--- config.mk ---
export PLATFORM = sky130hd
export DESIGN_NAME = edd_out_fifo
export DESIGN_NICKNAME = d
export VERILOG_FILES = /design/src/hw/rtl/edd_pkg.sv /design/src/hw/rtl/edd_out_fifo.sv
export SDC_FILE = /design/constraint.sdc
export NUM_CORES = 1
export LEC_CHECK = 0
export BUFFER_PORTS_ARGS = -buffer_cell sky130_fd_sc_hd__buf_4
export CORE_MARGIN = 3
export CORE_UTILIZATION = 23
export DETAILED_ROUTE_END_ITERATION = 6
export GPL_TIMING_DRIVEN = 1
export PLACE_DENSITY = 0.37
export SLEW_MARGIN = 20
export SYNTH_ARGS = -nofsm -noshare
export SYNTH_HDL_FRONTEND = slang
export SYNTH_SLANG_ARGS = --single-unit
export TNS_END_PERCENT = 1
--- constraint.sdc ---
create_clock -name clk_i -period 2.8 [get_ports clk_i]
set_clock_uncertainty 0.05 [all_clocks]
set_input_delay 0.14 -clock clk_i [delete_from_list [all_inputs] [get_ports clk_i]]
set_output_delay 0.14 -clock clk_i [all_outputs]
set_load 0.005 [all_outputs]
--- src/hw/rtl/edd_pkg.sv ---
// package for the error diffusion dither block
// shared constants, default parameters and control structs; no dependencies
package edd_pkg;

  localparam int unsigned MaxLineDef  = 1024;
  localparam int unsigned FracBitsDef = 4;
  localparam int unsigned PixW        = 8;
  localparam int unsigned CfgW        = 11;
  localparam logic [CfgW-1:0] LenRst  = CfgW'(1024);
  localparam int unsigned OutDepth    = 4;

  typedef struct packed {
    logic frame_start;
    logic last;
  } edd_ctl_t;

  typedef struct packed {
    logic dot;
    logic line_end;
  } edd_res_t;

endpackage

--- src/hw/rtl/edd_out_fifo.sv ---
// small result queue between the error datapath and the output channel
// depends on edd_pkg
module edd_out_fifo (
  input  logic                                   clk_i,
  input  logic                                   rst_ni,
  input  logic                                   push_i,
  input  edd_pkg::edd_res_t                      data_i,
  output logic                                   valid_o,
  input  logic                                   ready_i,
  output edd_pkg::edd_res_t                      data_o,
  output logic [$clog2(edd_pkg::OutDepth+1)-1:0] count_o
);
  import edd_pkg::*;

  localparam int unsigned PtrW = $clog2(OutDepth);
  localparam int unsigned CntW = $clog2(OutDepth + 1);

  edd_res_t        fifo_q [OutDepth];
  logic [PtrW-1:0] wr_ptr_d, wr_ptr_q, rd_ptr_d, rd_ptr_q;
  logic [CntW-1:0] cnt_d, cnt_q;
  logic            pop;

  assign pop     = valid_o && ready_i;
  assign valid_o = (cnt_q != '0);
  assign data_o  = fifo_q[rd_ptr_q];
  assign count_o = cnt_q;

  always_comb begin
    wr_ptr_d = wr_ptr_q;
    rd_ptr_d = rd_ptr_q;
    cnt_d    = cnt_q;
    if (push_i) begin
      wr_ptr_d = (wr_ptr_q == PtrW'(OutDepth - 1)) ? '0 : wr_ptr_q + PtrW'(1);
    end
    if (pop) begin
      rd_ptr_d = (rd_ptr_q == PtrW'(OutDepth - 1)) ? '0 : rd_ptr_q + PtrW'(1);
    end
    if (push_i && !pop) begin
      cnt_d = cnt_q + CntW'(1);
    end else if (pop && !push_i) begin
      cnt_d = cnt_q - CntW'(1);
    end
  end

  always_ff @(posedge clk_i or negedge rst_ni) begin
    if (!rst_ni) begin
      wr_ptr_q <= '0;
      rd_ptr_q <= '0;
      cnt_q    <= '0;
    end else begin
      wr_ptr_q <= wr_ptr_d;
      rd_ptr_q <= rd_ptr_d;
      cnt_q    <= cnt_d;
    end
  end

  always_ff @(posedge clk_i) begin
    if (push_i) begin
      fifo_q[wr_ptr_q] <= data_i;
    end
  end

endmodule

==> results of run 1 <==
power breakdown:
part | switching [mW] | leakage [nW] | total [mW] | internal [mW]
logic | 0.122 | 0.208 | 0.325 | 0.202
registers | 0.0694 | 0.157 | 0.376 | 0.306
clock network | 0.0664 | 0.0177 | 0.119 | 0.0530
total | 0.258 | 0.382 | 0.820 | 0.562
layer usage:
| layer | track usage | up-vias | routed length (µm) |
|---|---|---|---|
| li1 | - | 199 | - |
| met1 | 0.0984 | 192 | 520 |
| met2 | 0.109 | 8 | 521 |
| met3 | 0.0377 | 2 | 59 |
| met4 | 0.0455 | 0 | 19 |
| met5 | 0 | - | 0 |
critical path, cell delays in order (launching register included):
cell and delay [ns]:
dfrtp_1 0.43, or3_4 0.42, nand2_4 0.10, ha_1 0.18, inv_1 0.06, fa_1 0.37, xor2_1 0.15, nor2_1 0.11
xor2_1 0.15
stage by stage:
stage / area [µm²] / hold WS [ns]
finish: 890 / 0.0509
global placement: 832 / -0.0848
global route: 890 / 0.0680
detailed placement: 832 / -0.0861
floorplan: 711 / -0.206
CTS: 890 / 0.0413
how the worst max path moves through the flow:
stage / endpoint / cells past startpoint
floorplan: count_o[2]$_DFFE_PN0P_ / 8
global placement: count_o[2]$_DFFE_PN0P_ / 8
detailed placement: count_o[2]$_DFFE_PN0P_ / 8
CTS: count_o[2]$_DFFE_PN0P_ / 8
global route: count_o[2]$_DFFE_PN0P_ / 8
finish: count_o[2]$_DFFE_PN0P_ / 8
cell type report:
cell class                      count  area share
Clock inverter                      1     0.00563
Timing Repair Buffer               14       0.127
Tap cell                           31      0.0436
Multi-Input combinational cell     28       0.319
Inverter                            3      0.0127
Clock buffer                        3      0.0253
Sequential cell                    15       0.467
cells by family (layout without fill, tap and decap cells):
kind of cell    Yosys count  in the layout  share of synthesized area
compound gates            2              2                     0.0141
xor+xnor                  3              3                     0.0370
fa+ha+maj                 7              7                      0.134
buf+inv                   3             21                     0.0158
flops                    15             15                      0.585
mux                       5              5                      0.121
simple gates             11             11                     0.0933
state kept, by name, indices dropped and copies added, names as in the netlist:
register	cells
wr_ptr_q	2
count_o	3
rd_ptr_q	2
fifo_q	8
Yosys cell counts (all sizes together):
cell    number  share of area
nor2         3          0.016
dfrtp        7           0.25
xnor2        1          0.012
and2         4          0.035
nand2        3          0.026
ha           6           0.11
inv          3          0.016
or3          1          0.016
edfxtp       8           0.34
mux2         3          0.058
o21ai        2          0.014
mux4         2          0.063
fa           1          0.028
xor2         2          0.025
timing repair:
| item | in CTS | in global routing |
|---|---|---|
| endpoints found under the hold margin | 13 | 0 |
| setup buffers | 0 | 0 |
| hold buffers | 3 | 0 |
==> impl_metrics.tcl, run 1 <==
set metrics [dict create \
    status "complete, no violations" \
    grt-ovfl-total 0 \
    dr.pass1.iters 3 \
    cts-root-buf "clkbuf_4" \
    area_growth_pct 25.2 \
    final_common_cell "buf_4" \
    r2r_slack_ns 0.72 \
    fin_crit_sh 0.743 \
    viasPerCell 4.22 \
    holdPathEnd "wr_ptr_q[1]$_DFFE_PN0P_" \
    h-tree-depth 1 \
    die_width_um 61.6 \
    dp.final_hpwl_um 893 \
    fp.dieH_um 61.6 \
    fin_ws_ns 0.719 \
    drv_slew 0 \
    required_ns 2.96 \
    whs_path_depth 2 \
    routed_wl_mm 1.12 \
    grt_max_degree 10 \
    seq_area_um2 415 \
    synth-seq-cells 15 \
    layout-drive-gt1-share 0.344 \
    arrival_ns 2.24 \
    gp_congestion 0.651 \
    dieArea_um2 3790 \
    fmax_ghz 0.481 \
    p_leak_nw 0.382 \
    synth_fp_nets 59 \
    crit_type "reg2reg" \
    n_fill_cell 298 \
    netlist_area_um2 711 \
    path_clk_slew_ns 0.09 \
    wl_per_cell_um 11.8 \
    multi_input_area_um2 284 \
    synth_warnings 0 \
    dp.cells 88 \
    clkSinkCount 15 \
    cts_buffer_depth 2 \
    start_util 0.249 \
    drc 0 \
    drt_iter0_markers 25 \
    min-delay-start "push_i" \
    finalPower_uw 820 \
    reg2regPathDepth 8 \
    cts_made_buffers 3 \
    pin_count 12 \
    hp-class "in2reg" \
    core_area_um2 2850 \
    hold_viol 0 \
    rr_endpoint "count_o[2]$_DFFE_PN0P_" \
    vdd_drop_max_uv 244 \
    cp-end-kind "flip-flop" \
    worstMarginPinSlew_ns 0.227 \
    fin_setup_tns_ns 0 \
    final_cells 95 \
    maxCapViolations 0 \
    power-per-cell-area_nw_per_um2 921 \
    rsz0062_at_grt "no" \
    crit_path_start_kind "flip-flop" \
    diodes 0 \
    vias 401 \
    cp-startpoint "count_o[1]$_DFFE_PN0P_" \
    clk_latency_ns 0.28 \
    ys_types 16 \
    nets 78 \
    grt_pass1_wl_mm 2.01 \
    grt_usage 0.0785 \
    cts.repair.resized 0 \
    fin_util 0.312 \
    path_max_fanout 4 \
    portBuffers 11 \
    yosysSeqAreaShare 0.585 \
    std_cell_rows 19 \
    mostFrequentLayoutCells "11 x buf_4, 8 x edfxtp_1, 7 x dfrtp_1" \
    syn_inst 46 \
    grt_antenna_before_repair 0 \
    r2r_start "count_o[1]$_DFFE_PN0P_" \
    post-place-ws_ns 0.698 \
    setup_viol 0 \
    tritoncts "done" \
    syn_area_per_cell_um2 15.4 \
    ant_nets 0 \
    fin_crit_ns 2.08 \
    grt_pass1_vias 399 \
    slew_headroom 0.849 \
]
(Power assumes the default switching activity.)
==> run 2, diff against run 1 <==
Settings changed: PLACE_DENSITY 0.37 to 0.39.
Clock period 2.8 ns to 1.91 ns, I/O delays scaled along.
==> run 2 against run 1 <==
Final area is 5.9% higher. Clock power is 59% higher. Wire length is 7.3% higher. Register-to-register slack worse by 0.71 ns. Sequential cell count stayed put. First-iteration DRC count is 68% lower. Power is 58% higher. Maximum frequency is 9.6% higher. Sequential share of layout area is 2.6 points lower. Non-clock buffer count is 5 higher.
==> impl_metrics.tcl, run 2 (same netlist as run 1, synthesis figures left out) <==
set metrics [dict create \
    whs_path_depth 2 \
    drt_iter0_markers 8 \
    cts_buffer_depth 2 \
    dr.pass1.iters 4 \
    std_cell_rows 19 \
    path_max_fanout 2 \
    mostFrequentLayoutCells "16 x buf_4, 8 x edfxtp_1, 7 x dfrtp_1" \
    hold_viol 0 \
    status "complete, no violations" \
    routed_wl_mm 1.20 \
    largest_register_ffs 8 \
    fin_crit_sh 0.994 \
    required_ns 2.08 \
    postCtsSetupBuffers 0 \
    portBuffers 11 \
    grt_max_degree 10 \
    area_growth_pct 32.6 \
    h-tree-depth 1 \
    gp_congestion 0.647 \
    reg2regPathDepth 8 \
    grt_antenna_before_repair 0 \
    crit_path_start_kind "flip-flop" \
    hold_slack_ns 0.0141 \
    grt_usage 0.0787 \
    ant_nets 0 \
    viasPerCell 4.10 \
    cts_made_buffers 3 \
    start_util 0.249 \
    dieArea_um2 3790 \
    clkSinkCount 15 \
    path_clk_slew_ns 0.10 \
    dp.cells 93 \
    p_leak_nw 0.406 \
    layout-drive-gt1-share 0.435 \
    final_cells 100 \
    vdd_drop_max_uv 340 \
    top_register "fifo_q" \
    tritoncts "done" \
    setup_viol 0 \
    fin_crit_ns 1.90 \
    clk_latency_ns 0.29 \
    slew_headroom 0.844 \
    hp-class "in2reg" \
    dp.final_hpwl_um 948 \
    grt-ovfl-total 0 \
    drc 0 \
    fmax_ghz 0.527 \
    vias 410 \
    die_width_um 61.6 \
    cts-root-buf "clkbuf_4" \
    grt_pass1_wl_mm 2.07 \
    grt_pass1_vias 444 \
    diodes 0 \
    drv_slew 0 \
    core_area_um2 2850 \
    power-per-cell-area_nw_per_um2 1370 \
    rsz0062_at_grt "yes" \
    arrival_ns 2.07 \
    crit_type "reg2reg" \
    pin_count 12 \
    cp-end-kind "flip-flop" \
    final_common_cell "buf_4" \
    worstMarginPinSlew_ns 0.235 \
    maxCapViolations 0 \
    nets 83 \
    fp.dieH_um 61.6 \
    wl_per_cell_um 12.0 \
]
## run 2: changes by cell type in the layout (fill, tap and decap cells not counted), sizes merged
cell / change
buf: +5
## run 2: per-layer routing
layer | vias up | GRT usage | wire, µm
met3 | 4 | 0.0189 | 34
li1 | 205 | - | -
met1 | 192 | 0.105 | 598
met2 | 9 | 0.111 | 529
met4 | 0 | 0.0545 | 39
met5 | - | 0 | 0
## run 2: what timing repair did
action,in CTS,in global routing
pin swaps,3,0
endpoints found under the hold margin,15,0
gates resized for setup,1,0
endpoints found under the setup margin,1,2
hold buffers,3,0
gates cloned,0,0
## run 2: area by class of cell
class,count,area [µm²]
tap,31,38.8
inverter,3,11.3
sequential,15,415
fill,300,1910
timing repair buffer,19,150
multi-input combinational,28,299
clock buffer,3,22.5
clock inverter,1,5.00
## run 2: critical path, stage by stage (launching register included)
cell and delay, ns:
dfrtp_1 0.40, or3_4 0.41, nand2_4 0.08, ha_4 0.13, inv_2 0.03, fa_2 0.32, xor2_1 0.14, nor2_1 0.12
xor2_1 0.14
## run 2: power by group
| part | switching (mW) | internal, mW |
|---|---|---|
| sequential | 0.0784 | 0.449 |
| combinational | 0.218 | 0.357 |
| clock | 0.111 | 0.0779 |
## run 2: metrics by stage
stage	worst slack, ns	cell area, µm²	TNS, ns	util	power (mW)
finish	0.0113	942	0	0.330	1.29
global route	-0.0663	942	-0.0796	0.330	1.41
CTS	-0.00486	942	-0.00486	0.330	1.32
detailed placement	-0.00650	885	-0.00650	0.310	1.12
global placement	-0.0323	885	-0.0323	0.310	1.12
floorplan	-0.0153	726	-0.0153	-	0.862
## run 2: worst paths after layout
path / startpoint / to / slack [ns]
setup reg to reg: count_o[1]$_DFFE_PN0P_ / count_o[2]$_DFFE_PN0P_ / 0.01
min in group asynchronous: rst_ni / wr_ptr_q[1]$_DFFE_PN0P_ / 0.10
hold / removal: push_i / wr_ptr_q[1]$_DFFE_PN0P_ / 0.01
max in group asynchronous: rst_ni / count_o[1]$_DFFE_PN0P_ / 1.59
setup / recovery: count_o[1]$_DFFE_PN0P_ / count_o[2]$_DFFE_PN0P_ / 0.01
hold reg to reg: count_o[2]$_DFFE_PN0P_ / count_o[2]$_DFFE_PN0P_ / 0.52
