==> config.mk <==
export PLATFORM = sky130hd
export DESIGN_NAME = edd_diffuse
export DESIGN_NICKNAME = d
export VERILOG_FILES = /design/src/hw/rtl/edd_pkg.sv /design/src/hw/rtl/edd_diffuse.sv
export SDC_FILE = /design/constraint.sdc
export NUM_CORES = 1
export LEC_CHECK = 0
export ABC_AREA = 1
export ABC_CLOCK_PERIOD_IN_PS = 33800
export BUFFER_PORTS_ARGS = -buffer_cell sky130_fd_sc_hd__buf_2
export CAP_MARGIN = 10
export CORE_ASPECT_RATIO = 2
export CORE_MARGIN = 10
export CORE_UTILIZATION = 65
export DETAILED_ROUTE_END_ITERATION = 8
export GPL_TIMING_DRIVEN = 0
export PLACE_DENSITY = 0.88
export SYNTH_ARGS = -nofsm -noshare
export SYNTH_HDL_FRONTEND = slang
export SYNTH_SLANG_ARGS = --single-unit
==> constraint.sdc <==
create_clock -name clk_i -period 33.8 [get_ports clk_i]
set_input_delay 5.07 -clock clk_i [delete_from_list [all_inputs] [get_ports clk_i]]
set_output_delay 5.07 -clock clk_i [all_outputs]
set_load 0.005 [all_outputs]
==> src/hw/rtl/edd_pkg.sv <==
// package for the error diffusion dither block
// shared constants, default parameters and control structs; no dependencies
package edd_pkg;

  localparam int unsigned MaxLineDef  = 1024;
  localparam int unsigned FracBitsDef = 4;
  localparam int unsigned PixW        = 8;
  localparam int unsigned CfgW        = 11;
  localparam logic [CfgW-1:0] LenRst  = CfgW'(1024);
  localparam int unsigned OutDepth    = 4;

  typedef struct packed {
    logic frame_start;
    logic last;
  } edd_ctl_t;

  typedef struct packed {
    logic dot;
    logic line_end;
  } edd_res_t;

endpackage

==> src/hw/rtl/edd_diffuse.sv <==
// threshold and error split for one pixel, holding the carry and pending sums
// depends on edd_pkg
module edd_diffuse #(
  parameter int unsigned DEPTH     = edd_pkg::MaxLineDef,
  parameter int unsigned FRAC_BITS = edd_pkg::FracBitsDef
) (
  input  logic                              clk_i,
  input  logic                              rst_ni,
  input  logic                              valid_i,
  input  edd_pkg::edd_ctl_t                 ctl_i,
  input  logic [$clog2(DEPTH)-1:0]          col_i,
  input  logic [edd_pkg::PixW-1:0]          pixel_i,
  input  logic signed [FRAC_BITS+9:0]       above_i,
  output logic                              dot_o,
  output logic                              a_en_o,
  output logic [$clog2(DEPTH)-1:0]          a_addr_o,
  output logic signed [FRAC_BITS+9:0]       a_data_o,
  output logic                              b_en_o,
  output logic [$clog2(DEPTH)-1:0]          b_addr_o,
  output logic signed [FRAC_BITS+9:0]       b_data_o
);
  import edd_pkg::*;

  localparam int unsigned AW = $clog2(DEPTH);
  localparam int unsigned EW = FRAC_BITS + 10;
  localparam int unsigned XW = EW + 2;
  localparam int unsigned PW = EW + 4;
  localparam logic signed [XW-1:0] ErrMax    = XW'((64'sd1 <<< (EW - 1)) - 64'sd1);
  localparam logic signed [XW-1:0] ErrMin    = XW'(-(64'sd1 <<< (EW - 1)));
  localparam logic signed [XW-1:0] FullScale = XW'(64'sd255 <<< FRAC_BITS);

  function automatic logic signed [EW-1:0] sat(input logic signed [XW-1:0] v);
    logic signed [EW-1:0] r;
    if (v > ErrMax) begin
      r = ErrMax[EW-1:0];
    end else if (v < ErrMin) begin
      r = ErrMin[EW-1:0];
    end else begin
      r = v[EW-1:0];
    end
    return r;
  endfunction

  logic signed [EW-1:0] carry_q, pbl_q, pb_q;
  logic                 first_q;

  logic signed [EW-1:0] carry_eff, pbl_eff, pb_eff, above_eff;
  logic                 first_eff;
  logic signed [XW-1:0] pix_fx;
  logic signed [EW-1:0] sum1, sum, err;
  logic                 dot;
  logic signed [PW-1:0] e_x, p7, p5, p3;
  logic signed [EW-1:0] s7, s5, s3, s1;
  logic signed [EW-1:0] pbl_new;

  // frame start clears the running error state before this pixel
  assign carry_eff = ctl_i.frame_start ? '0 : carry_q;
  assign pbl_eff   = ctl_i.frame_start ? '0 : pbl_q;
  assign pb_eff    = ctl_i.frame_start ? '0 : pb_q;
  assign first_eff = ctl_i.frame_start | first_q;
  assign above_eff = first_eff ? '0 : above_i;

  assign pix_fx = $signed({{(XW - PixW){1'b0}}, pixel_i}) <<< FRAC_BITS;
  assign sum1   = sat(pix_fx + XW'(carry_eff));
  assign sum    = sat(XW'(sum1) + XW'(above_eff));
  assign dot    = (XW'(sum) <<< 1) > FullScale;
  assign err    = sat(dot ? (XW'(sum) - FullScale) : XW'(sum));

  // shares of e*k/16, floored
  assign e_x = PW'(err);
  assign p7  = (e_x <<< 3) - e_x;
  assign p5  = (e_x <<< 2) + e_x;
  assign p3  = (e_x <<< 1) + e_x;
  assign s7  = EW'(p7 >>> 4);
  assign s5  = EW'(p5 >>> 4);
  assign s3  = EW'(p3 >>> 4);
  assign s1  = EW'(e_x >>> 4);

  assign pbl_new = sat(XW'(pb_eff) + XW'(s5));

  assign dot_o    = dot;
  assign a_en_o   = valid_i && (col_i != '0);
  assign a_addr_o = col_i - AW'(1);
  assign a_data_o = sat(XW'(pbl_eff) + XW'(s3));
  assign b_en_o   = valid_i && ctl_i.last;
  assign b_addr_o = col_i;
  assign b_data_o = pbl_new;

  always_ff @(posedge clk_i or negedge rst_ni) begin
    if (!rst_ni) begin
      carry_q <= '0;
      pbl_q   <= '0;
      pb_q    <= '0;
      first_q <= 1'b1;
    end else if (valid_i) begin
      if (ctl_i.last) begin
        carry_q <= '0;
        pbl_q   <= '0;
        pb_q    <= '0;
        first_q <= 1'b0;
      end else begin
        carry_q <= s7;
        pbl_q   <= pbl_new;
        pb_q    <= s1;
        first_q <= first_eff;
      end
    end
  end

endmodule

==> results of run 1 <==
logic make-up (layout without fill, tap and decap cells):
family,Yosys count,after routing,synth area share [%]
flops,39,39,14.0
buf+inv,231,326,13.3
fa+ha+maj,95,95,17.4
xor+xnor,60,60,7.52
simple gates,472,472,30.1
compound gates,217,217,17.6
registers in the layout, indices dropped and copies added (netlist names):
signal	cells
carry_q	14
first_q	1
pb_q	10
pbl_q	14
metrics by stage:
stage | setup WS [ns] | area (um^2)
2_1_floorplan | 15.01 | 6990
3_3_place_gp | 13.07 | 7600
3_5_place_dp | 12.80 | 7600
4_1_cts | 12.76 | 7770
5_1_grt | 11.69 | 7770
6_report | 12.65 | 7770
worst paths after layout:
path                                     end  startpoint  cells after the start
max in group asynchronous            pb_q[8]      rst_ni                      1
worst min-delay path              carry_q[9]  carry_q[9]                      2
min in group asynchronous        carry_q[11]      rst_ni                      1
worst min register to register    carry_q[9]  carry_q[9]                      2
worst max register to register      pbl_q[2]  carry_q[4]                     66
worst max-delay path            a_data_o[12]    ctl_i[1]                     68
critical path, delay by kind of cell:
kind	cells	cell delay, ns
simple gates	32	3.20
buf+inv	11	2.13
xor+xnor	3	0.40
compound gates	16	3.31
fa+ha+maj	6	1.93
cell usage in the layout (no fill, tap or decap), types with 26 or more instances in the layout:
cell / synthesis / routed
nor2_1: 128 / 128
xor2_1: 46 / 46
nand2_1: 229 / 229
nand3_1: 44 / 44
inv_1: 193 / 193
buf_2: 0 / 87
o22ai_1: 26 / 26
dfrtp_1: 38 / 38
o21ai_0: 57 / 57
ha_1: 91 / 91
a21oi_1: 87 / 87
area by class of cell:
| class | instances | area (um^2) | share of cell area, % |
|---|---|---|---|
| multi-input cells | 844 | 5080 | 65.4 |
| plain buffers | 29 | 169 | 2.17 |
| repair buffers | 87 | 435 | 5.60 |
| clock inverters | 3 | 46.3 | 0.596 |
| well taps | 137 | 171 | 2.21 |
| flip-flops and latches | 39 | 977 | 12.6 |
| clock buffers | 5 | 125 | 1.61 |
| inverters | 202 | 763 | 9.82 |
per-layer routing:
| metal | up-vias | share of wire, % | GRT usage, % |
|---|---|---|---|
| li1 | 3791 | - | - |
| met1 | 3413 | 33 | 22.2 |
| met2 | 260 | 52 | 50.2 |
| met3 | 116 | 4.9 | 4.82 |
| met4 | 0 | 10 | 23.7 |
| met5 | - | 0 | 0 |
cell usage after synthesis, types with 4 or more instances:
library cell	count	share of area (%)
a21o_1	5	0.54
a21oi_1	87	6.2
buf_4	10	1.1
clkbuf_1	14	0.75
dfrtp_1	38	14
fa_1	4	1.1
ha_1	91	16
inv_1	193	10
inv_2	8	0.43
nand2_1	229	12
nand2_2	15	1.3
nand2_4	9	1.4
nand3_1	44	3.2
nand3b_1	4	0.43
nand4_1	7	0.63
nor2_1	128	6.9
nor3_1	13	0.93
o21ai_0	57	4.1
o21ai_1	7	0.50
o21bai_1	8	0.86
o22ai_1	26	2.3
o31ai_1	8	0.86
xnor2_1	14	1.8
xor2_1	46	5.8
==> results.md, run 1 <==
* Run status: finished clean
* Min Hold Slack at approximately 0.48 ns
* Post-Place Cells at 1338
* Synth cell types at 52
* Syn avg cell area at 6.28 um^2
* Clock Skew at 0.00708 ns
* Initial Util at 66.3%
* Fin crit share at approximately 63%
* Final Hold Fails at 0
* CTS tree: done
* Synthesized area at between 6000 and 7000 um^2
* Seq cells post-synth at 39
* First-iteration detailed-routing DRC count at 360
* Sum Neg Setup Slack at 0 ns
* Total of warnings raised by yosys at 0
* Post-cts sizing count at 0
* # setup viols final at 0
* Clock buffer depth at 2
* Crit start category: input port
* Hpwl dp at ~18000 um
* Final WL at ~21000 um
* Hold buffers post-CTS at 0
* Crit path top cell by count: nor2_1
* First-pass GRT wire length at around 34000 um
* Share of cells above drive strength 1 at about an eighth
* Post-CTS setup buffer count at 0
* Max Transition Viols Final at 0
* Critical path arrival at 16.08 ns
* Largest net degree at the start of global routing at 40
* CP peak stage delay at 0.55 ns
* Chip width at a little over 90 um
* Skew-Pair Late Insertion Delay at approximately 0.28 ns
* Total number of vias at ~7.6k
* Fmax at approximately 47 MHz
* Number of placement rows at 53
* PortBufs at just under 90
* Max_slew headroom at 36.8%
* Drt drc at 0
* Detail Route Antenna Nets at 0
* First-pass detailed-route iteration total at 5
* Root Driver: clkbuf_16
* Post-layout min period at between 20 and 25 ns
* Register area share after synthesis at ~14%
* Tot GR Track Use at between 20% and 30%
* Post-Synthesis Cells at 1114
* Flop-to-flop setup slack at about 23 ns
* Die footprint at ~16000 um^2
* Clock Sinks at 39
* Maximum capacitance violations at 0
* Initial antenna violation count at 0
* Die Ht at 167 um
* Crit. End Element: output pin
* Vias in the first global route at around 7.7k
* FILL cells at ~950
* Core area at between 10000 and 15000 um^2
* Hold Crit Class: flip-flop to flip-flop
* Least-Margin Pin Slew at about 0.94 ns
* Fin nets at between 1k and 1.5k
* Number of vias per cell at roughly 5.6
* CTS H-tree lvls at 2
* Cell Count, Final, Fillers Out at around 1.3k
* Layout Utilization at 73.7%
* Asr flop ratio synth at 100%
* Unrepaired setup endpoints after global routing: no
* Total CTS buffers at 5
* Global route overflow at 0
* Top Ports at 88
* Setup CP Type: input port to output pin
* Post-synth EDFFs at 0
* GPL Wtd Cong at 0.992
* CP Max Fanout at 10
* Routed WL per cell at around 16 um
* Slowest cell on crit path: o21ai_1
* Clock transition at path regs at 0.06 ns
* Mapped Nets at around 1.2k
* Area growth syn-to-layout at 11.1%
* Ant. Diodes at 0
* CP required at between 20 and 30 ns
* Prevailing post-synth register cell: dfrtp_1
Power of run 1 is not shown: default switching activity piles up to over one toggle a cycle in this logic, so the estimate is an artifact.
==> run 2, diff against run 1 <==
- ABC_CLOCK_PERIOD_IN_PS: 33800 -> 21100
- CORE_UTILIZATION: 65 -> 61
- PLACE_DENSITY: 0.88 -> 0.83
- clock period: 33.8 -> 21.1 ns (I/O delays scaled with it)
==> run 2 against run 1 <==
  * Global-route usage shrank 0.92 points
  * Register-to-register slack got worse by 13 ns
  * Critical path depth decreased by 4
  * Largest cell class unchanged
  * Critical endpoint is now a_data_o[6]
  * Cell count increased by 0.37%
  * Sequential share of layout area barely moved
  * Critical path type unchanged
==> results.md, run 2 (same netlist as run 1, synthesis figures left out) <==
* Run status: finished clean
* GPL Wtd Cong at 0.997 (+0.56%)
* Core area at 11300 um^2 (+7.0%)
* Initial Util at 61.9% (-4.4 points)
* CP required at 17.94 ns (-10.79 ns)
* Final Cell Area at 7770 um^2 (about the same)
* Setup CP Type: input port to output pin
* Critical path arrival at 14.38 ns (-1.70 ns)
* Detail Route Antenna Nets at 0 (unchanged)
* Clock Sinks at 39 (unchanged)
* Placed Area at 7600 um^2 (about the same)
* Skew-Pair Late Insertion Delay at 0.29 ns (about the same)
* Post-layout min period at approximately 18 ns
* Vias in the first global route at 7498 (-2.2%)
* Total number of vias at 7489 (-1.2%)
* Die Ht at 171 um (+2.8%)
* Initial antenna violation count at 0 (unchanged)
* Area growth syn-to-layout at 11.2% (about the same)
* Routed WL per cell at 15.7 um (+0.11%)
* Post-cts sizing count at 0 (unchanged)
* Number of vias per cell at 5.54 (-1.6%)
* Crit start category: input port
* CP peak stage delay at 0.59 ns (+0.04 ns)
* Critical path's top delay family: compound AO/OA/AOI/OAI gates
* Post-CTS setup buffer count at 0 (unchanged)
* Drt drc at 0 (unchanged)
* CTS tree: done
* CP Max Fanout at 10 (unchanged)
* Final WL at 21300 um (+0.48%)
* Maximum capacitance violations at 0 (unchanged)
* Root Driver: clkbuf_16
* Hold buffers post-CTS at 0 (unchanged)
* Die footprint at 16400 um^2 (+5.4%)
* Slowest cell on crit path: o21ai_1
* Top flop regs: carry_q: 14 flops, pbl_q: 14 flops, pb_q: 10 flops
* Ant. Diodes at 0 (unchanged)
* Top Ports at 88 (unchanged)
* Hpwl dp at 17900 um (+0.48%)
* Share of cells above drive strength 1 at 13.1% (unchanged)
* Most common cell after layout, fill and taps aside: nand2_1
* Total CTS buffers at 5 (unchanged)
* Global route overflow at 0 (unchanged)
* Fin crit share at a little over 80%
* Max Transition Viols Final at 0 (unchanged)
* PortBufs at 87 (unchanged)
* Number of placement rows at 55 (+3.8%)
* Clock Skew at 0.00975 ns (+0.00267 ns)
* Tot GR Track Use at 25.8% (-0.92 points)
* Final Hold Fails at 0 (unchanged)
* Fmax at 57.0 MHz
* Most frequent cells in the layout: nand2_1, inv_1, nor2_1
* First-iteration detailed-routing DRC count at 374 (+3.9%)
* Largest net degree at the start of global routing at 40 (unchanged)
* # setup viols final at 0 (unchanged)
* Unrepaired setup endpoints after global routing: no
* Post-Place Cells at 1343 (+0.37%)
* Least-Margin Pin Slew at 0.943 ns (+0.000567 ns)
* First-pass detailed-route iteration total at 6 (+1)
* Layout Utilization at 68.9% (-4.8 points)
* Max_slew headroom at 37.2% (+0.38 points)
* Sum Neg Setup Slack at 0 ns (unchanged)
* Clock buffer depth at 2 (unchanged)
* CP bufs+invs at 14 (+3)
* Hold Crit Class: flip-flop to flip-flop
* Cell Count, Final, Fillers Out at 1351 (+0.37%)
* Fin nets at 1340 (unchanged)
* Crit. End Element: output pin
* Chip width at 95.7 um (+2.5%)
* Clock transition at path regs at 0.06 ns (about the same)
* CTS H-tree lvls at 2 (unchanged)
* First-pass GRT wire length at 33900 um (-1.2%)
==> run 2: cell counts in the layout (fill, tap and decap cells not counted) <==
Identical to the previous run, type by type.
==> run 2: layout make-up <==
cell class	instances	area (um^2)
plain buffers	29	169
clock buffers	5	125
clock inverters	3	46.3
fillers	1054	3510
inverters	202	763
multi-input cells	844	5080
flip-flops and latches	39	977
well taps	142	178
repair buffers	87	435
==> run 2: final timing paths <==
kind / slack [ns] / endpoint / from / cells after the start
hold / removal: 0.48 / carry_q[8] / carry_q[8] / 2
min in group asynchronous: 3.02 / carry_q[11] / rst_ni / 1
setup reg to reg: 10.50 / pbl_q[2] / carry_q[4] / 64
setup / recovery: 3.55 / a_data_o[6] / ctl_i[1] / 64
hold reg to reg: 0.48 / carry_q[8] / carry_q[8] / 2
max in group asynchronous: 17.49 / pbl_q[2] / rst_ni / 1
==> run 2: worst reg2reg max path: cells and delay by family, from the launching register on <==
family,cells,cell delay [ns]
buf+inv,12,1.45
flops,1,0.35
fa+ha+maj,6,2.02
xor+xnor,1,0.42
compound gates,18,3.31
simple gates,27,2.91
==> run 2: metal layers <==
metal	vias up	GRT usage [%]	share of wire, %
met4	0	21.7	8.9
met1	3354	23.4	33
met2	245	48.6	54
met5	-	0	0
met3	100	2.18	4.0
li1	3790	-	-
==> run 2: through the flow <==
step / setup WS (ns) / hold WS (ns)
5_1_grt: 2.44 / 0.505
6_report: 3.55 / 0.480
4_1_cts: 3.77 / 0.484
3_3_place_gp: 3.92 / 0.463
3_5_place_dp: 3.82 / 0.467
2_1_floorplan: 6.12 / 0.449
Power of run 2 is left out for the same reason.
==> run 3, diff against run 2 <==
- ABC_CLOCK_PERIOD_IN_PS: 21100 -> 17260
- clock period: 21.1 -> 17.26 ns (I/O delays scaled with it)
==> run 3 against run 2 <==
  * Hold slack hardly changed
  * Die area stayed put
  * Count of clock-buffer cells in the layout stayed put
  * Utilization is 0.11 points higher
  * Highest routed layer unchanged
  * Clock skew is 0.00055 ns lower
  * Sequential cell count stayed put
  * Design area is 0.16% higher
  * Largest cell class unchanged
  * Critical path type unchanged
  * Non-clock buffer count stayed put
  * Worst setup slack worse by 2.4 ns
==> results.md, run 3 (same netlist as run 1, synthesis figures left out) <==
* Flop-to-flop setup slack at 6.65 ns (-3.85 ns)
* First-iteration detailed-routing DRC count at 374 (unchanged)
* Final WL at 21300 um (+0.12%)
* Top flop regs: carry_q: 14 flops, pbl_q: 14 flops, pb_q: 10 flops
* Hpwl dp at 17900 um (unchanged)
* Sum Neg Setup Slack at 0 ns (unchanged)
* Total CTS buffers at 5 (unchanged)
* Hold path start: carry_q[8]
* First-pass GRT wire length at 33900 um (unchanged)
* Hold depth at 2 (unchanged)
* PortBufs at 87 (unchanged)
* Detail Route Antenna Nets at 0 (unchanged)
* Fin nets at 1340 (unchanged)
* Most frequent cells in the layout: nand2_1, inv_1, nor2_1
* R2R cell count at 64 (unchanged)
* Tot GR Track Use at 25.8% (unchanged)
* Number of placement rows at 55 (unchanged)
* GPL Wtd Cong at 0.997 (unchanged)
* Post-CTS setup buffer count at 0 (unchanged)
* # setup viols final at 0 (unchanged)
* Total number of vias at 7463 (-0.35%)
* Fmax at around 62 MHz
* Initial Util at 61.9% (unchanged)
* Clock Sinks at 39 (unchanged)
* Clock Skew at 0.00920 ns (-0.000550 ns)
* Post-layout min period at 16.10 ns
* Critical Path Start: ctl_i[1]
* Skew-Pair Late Insertion Delay at 0.29 ns (about the same)
* Setup CP Type: input port to output pin
* CTS H-tree lvls at 2 (unchanged)
* First-pass detailed-route iteration total at 5 (-1)
* Ant. Diodes at 0 (unchanged)
* Most common cell after layout, fill and taps aside: nand2_1
* Global route overflow at 0 (unchanged)
* Unrepaired setup endpoints after global routing: no
* Chip width at 95.7 um (unchanged)
* Least-Margin Pin Slew at 0.939 ns (-0.00355 ns)
* Fin crit share at between 90% and 100%
* Largest net degree at the start of global routing at 40 (unchanged)
* Crit. End Element: output pin
* Run status: finished clean
* Number of vias per cell at 5.52 (-0.35%)
* CTS tree: done
* Slowest cell on crit path: fa_1
* Root Driver: clkbuf_16
* Hold buffers post-CTS at 0 (unchanged)
* Share of cells above drive strength 1 at 13.3% (+0.25 points)
* Worst Hold Endpoint: carry_q[8]
* Clock transition at path regs at 0.06 ns (about the same)
* Area growth syn-to-layout at 11.4%
* Die footprint at 16400 um^2 (unchanged)
* Max_slew headroom at 37.4% (+0.24 points)
* Layout Utilization at 69.0% (+0.11 points)
* Initial antenna violation count at 0 (unchanged)
* Routed WL per cell at 15.8 um (+0.12%)
* Die Ht at 171 um (unchanged)
* Top Ports at 88 (unchanged)
* Crit start category: input port
* Max Transition Viols Final at 0 (unchanged)
* Clock buffer depth at 2 (unchanged)
* CP Max Fanout at 10 (unchanged)
* RR Endpoint: pbl_q[2]
* CP required at 14.67 ns (-3.27 ns)
* Maximum capacitance violations at 0 (unchanged)
* Final Hold Fails at 0 (unchanged)
* CP peak stage delay at 0.40 ns (-0.19 ns)
* Hold Crit Class: flip-flop to flip-flop
* Vias in the first global route at 7498 (unchanged)
* Core area at 11300 um^2 (unchanged)
* Critical path arrival at 13.51 ns (-0.87 ns)
* Reg2Reg Launch Point: carry_q[4]
* Drt drc at 0 (unchanged)
run 3: cell types whose count changed in the layout (fill, tap and decap cells not counted), sizes merged:
cell / before / now
buf: 102 / 101
clkbuf: 19 / 20
run 3: worst max-delay path: cells and delay by family:
family,cells,cell delay (ns)
simple gates,21,2.18
buf+inv,14,1.98
xor+xnor,2,0.30
compound gates,21,4.55
fa+ha+maj,6,1.83
run 3: area by class of cell:
class,count,area (um^2)
multi-input combinational,844,5090
inverter,202,763
clock buffer,5,125
tap,142,178
timing repair buffer,87,435
fill,1052,3500
clock inverter,3,46.3
sequential,39,977
buffer,29,170
run 3: what timing repair did:
action / 4_1_cts / 5_1_grt
setup endpoints to repair: 0 / 12
resized for setup: 0 / 3
hold endpoints to repair: 0 / 0
run 3: metrics by stage:
stage | hold slack (ns) | cells | setup slack (ns) | cell area (um^2)
3_5_place_dp | 0.467 | 1343 | 1.13 | 7600
3_3_place_gp | 0.463 | 1343 | 1.23 | 7600
6_report | 0.480 | 1351 | 1.16 | 7790
5_1_grt | 0.505 | 1351 | 0.0538 | 7790
4_1_cts | 0.484 | 1351 | 1.09 | 7770
2_1_floorplan | 0.449 | 1114 | 3.43 | 6990
run 3: how the worst max path moves through the flow:
stage,to,slack (ns),depth (start not counted)
after global routing,a_data_o[10],0.05,66
after CTS,a_data_o[6],1.09,64
final,a_data_o[6],1.16,64
after global placement,a_data_o[6],1.23,64
after floorplan,a_data_o[10],3.43,66
after detailed placement,a_data_o[6],1.13,64
run 3: per-layer routing:
metal	wire length [um]	GRT usage [%]	vias to the layer above
met5	0	0	-
met1	7160	23.4	3354
li1	-	-	3787
met3	811	2.18	95
met4	1860	21.7	0
met2	11500	48.6	227
Power of run 3 is left out for the same reason.
